**src/swvf_pkg.sv**
```systemverilog
// Package for the sliding window vote filter.
// Holds the window and class constants, register map and shared types.
// No dependencies.
`default_nettype none

package swvf_pkg;

   // Window length and number of classes.
   localparam int WINDOW_LEN  = 15;
   localparam int NUM_CLASSES = 7;

   // Field and state widths.
   localparam int LABEL_W  = 3;
   localparam int THRESH_W = 4;
   localparam int COUNT_W  = $clog2(WINDOW_LEN + 1);
   localparam int CLASS_W  = $clog2(NUM_CLASSES);
   localparam int CMP_W    = (COUNT_W > THRESH_W) ? COUNT_W : THRESH_W;

   // Saturation value of a vote count.
   localparam logic [COUNT_W-1:0] COUNT_MAX = COUNT_W'(WINDOW_LEN);

   // Configuration register map: one 32-bit register per word.
   localparam int CSR_ADDR_W = 3;
   localparam int CSR_DATA_W = 32;
   localparam int CSR_IDX_W  = CSR_ADDR_W - 2;
   localparam logic [CSR_IDX_W-1:0] CSR_IDX_VOTE_THRESHOLD = CSR_IDX_W'(0);
   localparam logic [THRESH_W-1:0]  THRESH_RESET           = THRESH_W'(7);

   // Winner of the vote after the current update.
   typedef struct packed {
      logic [CLASS_W-1:0] best_class;
      logic [COUNT_W-1:0] best_count;
   } vote_result_type;

endpackage

`default_nettype wire

```
**src/swvf_window.sv**
```systemverilog
// Label window of the vote filter: a shift line of the last WINDOW_LEN labels.
// The oldest label sits at the far end of the line. Depends on swvf_pkg.
`default_nettype none

module swvf_window (
   input  wire logic                        clock,
   input  wire logic                        reset,
   input  wire logic                        shift_en,
   input  wire logic [swvf_pkg::LABEL_W-1:0] new_label,
   output logic      [swvf_pkg::LABEL_W-1:0] oldest_label
);
   import swvf_pkg::*;

   logic [LABEL_W-1:0] taps_ff [WINDOW_LEN];

   // The window starts full of class 0 and moves one place per accepted label in range.
   always_ff @(posedge clock) begin
      if (reset) begin
         for (int i = 0; i < WINDOW_LEN; i++) begin
            taps_ff[i] <= '0;
         end
      end else if (shift_en) begin
         taps_ff[0] <= new_label;
         for (int i = 1; i < WINDOW_LEN; i++) begin
            taps_ff[i] <= taps_ff[i-1];
         end
      end
   end

   assign oldest_label = taps_ff[WINDOW_LEN-1];

endmodule

`default_nettype wire

```
**src/swvf_votes.sv**
```systemverilog
// Vote counters of the filter with the update and the winner search.
// Counts the leaving label down and the new label up, then finds the winner.
// Depends on swvf_pkg.
`default_nettype none

module swvf_votes (
   input  wire logic                         clock,
   input  wire logic                         reset,
   input  wire logic                         update_en,
   input  wire logic [swvf_pkg::LABEL_W-1:0] new_label,
   input  wire logic [swvf_pkg::LABEL_W-1:0] oldest_label,
   output swvf_pkg::vote_result_type         vote
);
   import swvf_pkg::*;

   logic [COUNT_W-1:0] counts_ff [NUM_CLASSES];
   logic [COUNT_W-1:0] counts_in [NUM_CLASSES];

   // Take one vote from the oldest class (never below zero), then add one
   // to the new class (saturating at the window length).
   always_comb begin
      logic [COUNT_W-1:0] dec;
      for (int i = 0; i < NUM_CLASSES; i++) begin
         dec = counts_ff[i];
         if (32'(oldest_label) == 32'(i) && dec != '0) begin
            dec = dec - COUNT_W'(1);
         end
         if (32'(new_label) == 32'(i) && dec != COUNT_MAX) begin
            dec = dec + COUNT_W'(1);
         end
         counts_in[i] = dec;
      end
   end

   // Largest updated count; the lowest class wins a tie.
   always_comb begin
      logic [CLASS_W-1:0] idx;
      logic [COUNT_W-1:0] cnt;
      idx = '0;
      cnt = counts_in[0];
      for (int i = 1; i < NUM_CLASSES; i++) begin
         if (counts_in[i] > cnt) begin
            cnt = counts_in[i];
            idx = CLASS_W'(i);
         end
      end
      vote.best_class = idx;
      vote.best_count = cnt;
   end

   // Counters start at zero and change only for a label in range.
   always_ff @(posedge clock) begin
      if (reset) begin
         for (int i = 0; i < NUM_CLASSES; i++) begin
            counts_ff[i] <= '0;
         end
      end else if (update_en) begin
         for (int i = 0; i < NUM_CLASSES; i++) begin
            counts_ff[i] <= counts_in[i];
         end
      end
   end

endmodule

`default_nettype wire

```
**src/sliding_window_vote_filter.sv**
```systemverilog
// Sliding window vote filter, top level.
// Takes one class label per word and reports a class when it becomes stable.
//
// Input channel (req_): one class label per word. A label of NUM_CLASSES or
// more is taken and dropped without touching the state.
// Result channel (rsp_): the newly stable class, sent only when the winning
// vote count exceeds vote_threshold and the class differs from the one last
// reported. A label gives zero or one result word.
// Configuration (csr_): vote_threshold at byte address 0, written and read
// over the APB-style port; pready is always high. Write it only while idle.
// A label waits in the input register; its result, if any, is registered in
// the result register and offered on rsp_ from there.
// Throughput: one label per cycle while the result register is free or drains.
// The window update, the counter update and the winner search are all done
// between the input register and the result register.
// Reset: the window holds class 0, all counts are zero, the last reported
// class is 0 and vote_threshold is 7.
// Stall: while a result waits for rsp_ready, the input register still holds
// one more label; labels that give no result keep flowing behind it only
// when the result register frees up.
// Depends on swvf_pkg, swvf_window and swvf_votes.
`default_nettype none

module sliding_window_vote_filter (
   input  wire logic                            clock,
   input  wire logic                            reset,
   // Input channel
   input  wire logic                            req_valid,
   output logic                                 req_ready,
   input  wire logic [swvf_pkg::LABEL_W-1:0]    req_class_label,
   // Result channel
   output logic                                 rsp_valid,
   input  wire logic                            rsp_ready,
   output logic      [swvf_pkg::LABEL_W-1:0]    rsp_reported_class,
   // Configuration port
   input  wire logic                            csr_psel,
   input  wire logic                            csr_penable,
   input  wire logic                            csr_pwrite,
   input  wire logic [swvf_pkg::CSR_ADDR_W-1:0] csr_paddr,
   input  wire logic [swvf_pkg::CSR_DATA_W-1:0] csr_pwdata,
   output logic      [swvf_pkg::CSR_DATA_W-1:0] csr_prdata,
   output logic                                 csr_pready
);
   import swvf_pkg::*;

   logic                   in_valid_ff;
   logic                   in_valid_in;
   logic [LABEL_W-1:0]     in_label_ff;
   logic                   in_ok_ff;
   logic                   req_take;
   logic                   label_ok;
   logic                   fire;
   logic                   update_en;
   logic                   emit;
   logic                   rsp_valid_ff;
   logic                   rsp_valid_in;
   logic [LABEL_W-1:0]     rsp_class_ff;
   logic [CLASS_W-1:0]     last_reported_ff;
   logic [THRESH_W-1:0]    thresh_ff;
   logic [CSR_IDX_W-1:0]   csr_idx;
   logic [LABEL_W-1:0]     oldest_label;
   vote_result_type        vote;

   // Configuration register write and read.
   assign csr_pready = 1'b1;
   assign csr_idx    = csr_paddr[CSR_ADDR_W-1:2];

   always_ff @(posedge clock) begin
      if (reset) begin
         thresh_ff <= THRESH_RESET;
      end else if (csr_psel && csr_penable && csr_pwrite && csr_pready
                   && csr_idx == CSR_IDX_VOTE_THRESHOLD) begin
         thresh_ff <= csr_pwdata[THRESH_W-1:0];
      end
   end

   always_comb begin
      csr_prdata = '0;
      if (csr_idx == CSR_IDX_VOTE_THRESHOLD) begin
         csr_prdata = CSR_DATA_W'(thresh_ff);
      end
   end

   // The processing step moves on when the result register is free or drains.
   assign fire      = in_valid_ff && (!rsp_valid_ff || rsp_ready);
   assign req_ready = !in_valid_ff || fire;
   assign req_take  = req_valid && req_ready;
   assign label_ok  = 32'(req_class_label) < 32'(NUM_CLASSES);
   assign update_en = fire && in_ok_ff;

   // Input register.
   always_comb begin
      in_valid_in = in_valid_ff;
      if (req_take) begin
         in_valid_in = 1'b1;
      end else if (fire) begin
         in_valid_in = 1'b0;
      end
   end

   always_ff @(posedge clock) begin
      if (reset) begin
         in_valid_ff <= 1'b0;
      end else begin
         in_valid_ff <= in_valid_in;
      end
   end

   always_ff @(posedge clock) begin
      if (req_take) begin
         in_label_ff <= req_class_label;
         in_ok_ff    <= label_ok;
      end
   end

   // Window and vote counters.
   swvf_window u_window (
      .clock        (clock),
      .reset        (reset),
      .shift_en     (update_en),
      .new_label    (in_label_ff),
      .oldest_label (oldest_label)
   );

   swvf_votes u_votes (
      .clock        (clock),
      .reset        (reset),
      .update_en    (update_en),
      .new_label    (in_label_ff),
      .oldest_label (oldest_label),
      .vote         (vote)
   );

   // Report a class that clears the threshold and differs from the last one.
   assign emit = update_en
                 && (CMP_W'(vote.best_count) > CMP_W'(thresh_ff))
                 && (vote.best_class != last_reported_ff);

   always_comb begin
      rsp_valid_in = rsp_valid_ff;
      if (emit) begin
         rsp_valid_in = 1'b1;
      end else if (rsp_ready) begin
         rsp_valid_in = 1'b0;
      end
   end

   always_ff @(posedge clock) begin
      if (reset) begin
         rsp_valid_ff     <= 1'b0;
         last_reported_ff <= '0;
      end else begin
         rsp_valid_ff <= rsp_valid_in;
         if (emit) begin
            last_reported_ff <= vote.best_class;
         end
      end
   end

   always_ff @(posedge clock) begin
      if (emit) begin
         rsp_class_ff <= LABEL_W'(vote.best_class);
      end
   end

   assign rsp_valid          = rsp_valid_ff;
   assign rsp_reported_class = rsp_class_ff;

endmodule

`default_nettype wire

```
**config.mk**
```make
export PLATFORM = sky130hd
export DESIGN_NAME = sliding_window_vote_filter
export DESIGN_NICKNAME = d
export VERILOG_FILES = /design/src/swvf_pkg.sv /design/src/swvf_window.sv /design/src/swvf_votes.sv /design/src/sliding_window_vote_filter.sv
export SDC_FILE = /design/constraint.sdc
export NUM_CORES = 1
export LEC_CHECK = 0
export BUFFER_PORTS_ARGS = -buffer_cell sky130_fd_sc_hd__buf_2
export CORE_MARGIN = 2
export CORE_UTILIZATION = 40
export DETAILED_ROUTE_END_ITERATION = 12
export PLACE_DENSITY_LB_ADDON = 0.15
export SYNTH_ARGS = -nofsm -noshare
export SYNTH_HDL_FRONTEND = slang
export SYNTH_SLANG_ARGS = --single-unit
```
**constraint.sdc**
```tcl
create_clock -name clock -period 35.5 [get_ports clock]
set_input_delay 1.775 -clock clock [delete_from_list [all_inputs] [get_ports clock]]
set_output_delay 1.775 -clock clock [all_outputs]
set_load 0.02 [all_outputs]
```
==> impl_metrics.json, run 1 <==
{
  "status": "completed",
  "synth_seq_cells": 89,
  "yosysSeqAreaShare": 0.406,
  "postCtsSetupRepairBufs": 0,
  "die_area_um2": 16900,
  "cp-start-kind": "flip-flop",
  "tightest_slew_ns": 1.02,
  "fin_crit_ns": 14.36,
  "finalCritPeriodShare": 0.404,
  "worst_clock_skew_ns": 0.00661,
  "setup_viol": 0,
  "cts_hold_buf": 0,
  "die_w_um": 130,
  "syn_inst": 655,
  "clkTransAtPathRegs_ns": 0.07,
  "hp-start": "thresh_ff[1]$_SDFFE_PP1P_",
  "die_h_um": 130,
  "first_pass_iters": 4,
  "drive_gt1_frac": 0.114,
  "synth_ff_type": "edfxtp_1",
  "synth_edf_count": 80,
  "cts_buffer_depth": 2,
  "drtIter0Drc": 145,
  "synth_cell_types": 76,
  "vias_per_cell": 5.14,
  "rows": 46,
  "hp-class": "reg -> reg",
  "num-fill-cells": 1535,
  "p_leak_nw": 2.81,
  "htree_levels": 3,
  "met3_usage": 0.0234,
  "grt_util_met1": 0.203,
  "cts_sinks": 89,
  "maxCapViolCount": 0,
  "start_util": 0.405,
  "ys_top_cells_by_area": "edfxtp_1 38%, ha_1 6.9%, and2_1 3.8%, mux2i_1 3.8%, nor2_1 3.7%",
  "ir_worst_vdd_uv": 85.6,
  "gp_congestion": 0.861,
  "grt_pass1_wl_um": 21400,
  "numCtsBuffers": 9,
  "hold_violations": 0,
  "hold_depth": 1,
  "rsz0062_at_grt": "no",
  "required_ns": 35.51,
  "wl_per_cell_um": 14.0,
  "synth_top_cell_area_share": 0.377,
  "r2r-start": "u_window.taps_ff[0][44]$_SDFFCE_PP0P_",
  "synthToLayoutAreaGrowth_pct": 7.80,
  "setup_tns_ns": 0,
  "grtUsageTotal": 0.160,
  "clk_latency_ns": 0.35,
  "dp_hpwl_um": 9070,
  "drtAntennaViolNets": 0,
  "cts_tree": "yes",
  "gr-total-overflow": 0,
  "num-nets-final": 748,
  "vias": 4567,
  "cts_root_buf": "clkbuf_16",
  "async_flop_share": 0,
  "yosysTopAreaCell": "edfxtp_1",
  "end_kind": "flip-flop",
  "top_usage_layer": "met2",
  "max_slew_margin": 0.302,
  "cpMostUsedCell": "ha_1",
  "routed_wl_um": 12500,
  "use_met2": 0.274,
  "diodes": 0,
  "r2r-end": "rsp_reported_class[1]$_DFFE_PP_",
  "netlist_area_um2": 6370,
  "port_buffers": 23,
  "yosys_warnings": 0,
  "antenna_found_initial": 0,
  "r2r_slack_ns": 21.14,
  "final_util": 0.437,
  "grt_pass1_vias": 4542,
  "power.density_nw_per_um2": 83.6,
  "hold_end": "thresh_ff[1]$_SDFFE_PP1P_",
  "r2r_cells": 55,
  "grt_start_max_net_pins": 74,
  "drcViolationCount": 0,
  "synth_common_cells": "80 x edfxtp_1, 62 x nor2_1, 50 x inv_1, 45 x nand2_1, 39 x and2_1",
  "worstPathArrival_ns": 14.36,
  "core_area_um2": 15700,
  "max_stage_delay_ns": 0.65,
  "syn_avg_cell_area_um2": 9.72,
  "cts_resized": 0,
  "maxSlewViolCount": 0,
  "critical_path.max_fanout": 14,
  "io_pins": 83,
  "cp_slowest_cell": "edfxtp_1",
  "fmaxAchievable_mhz": 69.7,
  "yosysMostFrequentCell": "edfxtp_1",
  "crit_type": "reg -> reg"
}
[sequential cells by signal, indices dropped and copies added, names as in the netlist, 3 cells and up]
name	count
in_label_ff	3
last_reported_ff	3
u_votes.counts_ff	28
u_window.taps_ff	45
rsp_reported_class	3
thresh_ff	4
[per-layer routing]
metal  part of all wire  wire (µm)
met1               0.47       5860
met4              0.023        285
met2               0.48       5960
met3              0.028        353
met5                  0          0
[metrics by stage]
step	cells	total power [W]	setup WS (ns)	hold WS, ns	instance area [µm²]
2_1_floorplan	682	0.000418	23.36	0.435	6470
3_3_place_gp	873	0.000464	21.49	0.447	6550
3_5_place_dp	873	0.000477	21.23	0.459	6550
4_1_cts	889	0.000578	21.17	0.476	6860
5_1_grt	889	0.000629	19.87	0.486	6860
6_report	889	0.000573	21.14	0.466	6860
[logic make-up (layout without fill, tap and decap cells)]
logic type      after synthesis  after routing  share of synthesized area
simple gates                258            258                      0.219
compound gates              106            106                      0.124
buf+inv                     100             91                     0.0800
flops                        89             89                      0.406
mux                          37             37                     0.0625
fa+ha+maj                    35             35                     0.0688
xor+xnor                     28             28                     0.0385
other cells                   2             29                    0.00118
[critical path, delay by kind of cell, from the launching register on]
family                   cells  cell delay [ns]
XOR/XNOR                     1             0.28
adder cells (fa/ha/maj)      8             2.44
multiplexers                 3             0.84
buffers and inverters        2             0.15
AO/OA/AOI/OAI               26             6.06
flip-flops                   1             0.65
AND/OR/NAND/NOR             15             3.57
[cell type report]
class                      instances  area (µm²)  share of cell area
clock buffer                       9         225              0.0328
clock inverter                     7        86.3              0.0126
inverter                          50         188              0.0273
multi-input combinational        493        3380               0.493
sequential                        89        2580               0.376
tap                              216         270              0.0394
timing repair buffer              25         130              0.0190
[worst max path at each step]
stage                                                startpoint                              end
after detailed placement  u_window.taps_ff[0][43]$_SDFFCE_PP0P_  rsp_reported_class[0]$_DFFE_PP_
after global routing      u_window.taps_ff[0][43]$_SDFFCE_PP0P_  rsp_reported_class[0]$_DFFE_PP_
after global placement    u_window.taps_ff[0][43]$_SDFFCE_PP0P_  rsp_reported_class[0]$_DFFE_PP_
final                     u_window.taps_ff[0][44]$_SDFFCE_PP0P_  rsp_reported_class[1]$_DFFE_PP_
after CTS                 u_window.taps_ff[0][44]$_SDFFCE_PP0P_  rsp_reported_class[0]$_DFFE_PP_
after floorplan           u_votes.counts_ff[0][0]$_SDFFCE_PN0P_  rsp_reported_class[0]$_DFFE_PP_
[cells in the final DEF, fill, tap and decap left out, types with 9 or more instances in the layout]
master,instances
conb_1,29
inv_1,50
a21oi_1,31
mux2i_1,24
nor2b_1,23
nand3_1,19
xor2_1,11
dfxtp_1,9
and2_1,39
edfxtp_1,80
nor3_1,12
nand2b_1,10
xnor2_1,17
mux2_2,9
clkbuf_16,9
nand2_1,45
ha_1,35
nor2_1,62
o21ai_0,9
buf_2,23
[power breakdown]
group	total, W	leakage [nW]	switching [W]	internal [W]
clock network	0.0000975	0.151	0.0000471	0.0000504
logic	0.000334	1.75	0.000199	0.000135
registers	0.000142	0.910	0.00000918	0.000133
(Power assumes the default switching activity.)
==> run 2, diff against run 1 <==
==> constraint.sdc (replaced) <==
create_clock -name clock -period 14.2 [get_ports clock]
set_input_delay 0.71 -clock clock [delete_from_list [all_inputs] [get_ports clock]]
set_output_delay 0.71 -clock clock [all_outputs]
set_load 0.02 [all_outputs]
==> impl_metrics.json, run 2 (same netlist as run 1, synthesis figures left out) <==
{
  "die_area_um2": 16900,
  "diodes": 0,
  "finalCritPeriodShare": 0.922,
  "io_pins": 83,
  "fin_area_um2": 6920,
  "worstPathArrival_ns": 13.12,
  "cts_sinks": 89,
  "grt_start_max_net_pins": 74,
  "ir_worst_vdd_uv": 247,
  "cts_buffer_depth": 2,
  "grtUsageTotal": 0.161,
  "core_area_um2": 15700,
  "drcViolationCount": 0,
  "synthToLayoutAreaGrowth_pct": 8.77,
  "rows": 46,
  "placedCellCount": 879,
  "cp-start-kind": "flip-flop",
  "postCtsSetupRepairBufs": 0,
  "port_buffers": 23,
  "crit_type": "reg -> reg",
  "die_w_um": 130,
  "grt_pass1_vias": 4475,
  "fmaxAchievable_mhz": 76.3,
  "fin_crit_ns": 13.10,
  "cts_hold_buf": 0,
  "wl_per_cell_um": 14.3,
  "drtIter0Drc": 176,
  "setup_tns_ns": 0,
  "reg.largest.list": "u_window.taps_ff x45, u_votes.counts_ff x28, thresh_ff x4",
  "worst_clock_skew_ns": 0.00745,
  "antenna_found_initial": 0,
  "grt_pass1_wl_um": 21400,
  "power.density_nw_per_um2": 215,
  "p_leak_nw": 2.84,
  "p_sw_frac": 0.442,
  "num-nets-final": 754,
  "gr-total-overflow": 0,
  "internal_power_w": 0.000830,
  "maxSlewViolCount": 0,
  "required_ns": 14.22,
  "cts_root_buf": "clkbuf_16",
  "end_kind": "flip-flop",
  "status": "completed",
  "routed_wl_um": 12800,
  "vias": 4556,
  "tightest_slew_ns": 1.07,
  "dp_hpwl_um": 9290,
  "cpMostUsedCell": "ha_1",
  "gp_congestion": 0.871,
  "net-switching-power_w": 0.000657,
  "setup_viol": 0,
  "num-fill-cells": 1523,
  "htree_levels": 3,
  "first_pass_iters": 4,
  "drive_gt1_frac": 0.125,
  "r2r_cells": 58,
  "layout_common_cells": "80 x edfxtp_1, 62 x nor2_1, 50 x inv_1",
  "maxCapViolCount": 0,
  "top_register": "u_window.taps_ff",
  "critical_path.max_fanout": 13,
  "pwr-share-clk": 0.168,
  "vias_per_cell": 5.09,
  "cts_resized": 0,
  "fin_cells": 895,
  "place_area_um2": 6600,
  "seqPwrFrac": 0.236,
  "power_frac_comb": 0.596,
  "rsz0062_at_grt": "no",
  "start_util": 0.405,
  "die_h_um": 130,
  "mostFrequentLayoutCell": "edfxtp_1",
  "numCtsBuffers": 9,
  "clk_latency_ns": 0.35,
  "max_stage_delay_ns": 0.55,
  "p_total_w": 0.00149,
  "clkTransAtPathRegs_ns": 0.07,
  "cts_tree": "yes",
  "hp-class": "reg -> reg",
  "max_slew_margin": 0.269,
  "hold_depth": 1,
  "cp_slowest_cell": "or4_1",
  "drtAntennaViolNets": 0,
  "hold_violations": 0,
  "largest_reg_flops": 45
}
run 2: final cells by class:
cell class	count	area [µm²]	share of cell area
clock inverter	7	83.8	0.0121
sequential	89	2580	0.373
inverter	50	188	0.0271
multi-input combinational	493	3400	0.491
tap	216	270	0.0390
clock buffer	9	225	0.0325
timing repair buffer	31	175	0.0253
run 2: worst paths after layout:
path	slack (ns)	startpoint	to
min reg2reg	0.46	thresh_ff[2]$_SDFFE_PP1P_	thresh_ff[2]$_SDFFE_PP1P_
max	1.10	u_votes.counts_ff[0][0]$_SDFFCE_PN0P_	rsp_reported_class[1]$_DFFE_PP_
max reg2reg	1.10	u_votes.counts_ff[0][0]$_SDFFCE_PN0P_	rsp_reported_class[1]$_DFFE_PP_
min	0.46	thresh_ff[2]$_SDFFE_PP1P_	thresh_ff[2]$_SDFFE_PP1P_
run 2: worst max-delay path: cells and delay by family (launching register included):
family                   cells  cell delay, ns
XOR/XNOR                     1            0.29
multiplexers                 3            0.92
AND/OR/NAND/NOR             16            2.81
adder cells (fa/ha/maj)      9            2.71
AO/OA/AOI/OAI               26            5.35
buffers and inverters        3            0.23
flip-flops                   1            0.48
run 2: power groups by stage:
stage,registers (W),clock network (W),logic [W]
after floorplan,0.000359,0,0.000686
after global placement,0.000356,0,0.000820
after detailed placement,0.000356,0,0.000868
after CTS,0.000351,0.000259,0.000874
after global routing,0.000355,0.000269,0.00100
final,0.000351,0.000250,0.000886
run 2: metrics by stage:
step / hold slack (ns) / worst slack (ns) / utilization
floorplan: 0.435 / 2.06 / -
global placement: 0.448 / 1.20 / 0.420
detailed placement: 0.449 / 0.788 / 0.420
CTS: 0.466 / 0.742 / 0.439
global route: 0.482 / 0.0403 / 0.441
finish: 0.465 / 1.10 / 0.441
run 2: metal layers:
metal	routed length (µm)	track usage	share of wire
met5	0	0	0
met4	238	0.0607	0.019
met3	443	0.0221	0.035
met2	6050	0.275	0.47
met1	6090	0.209	0.47
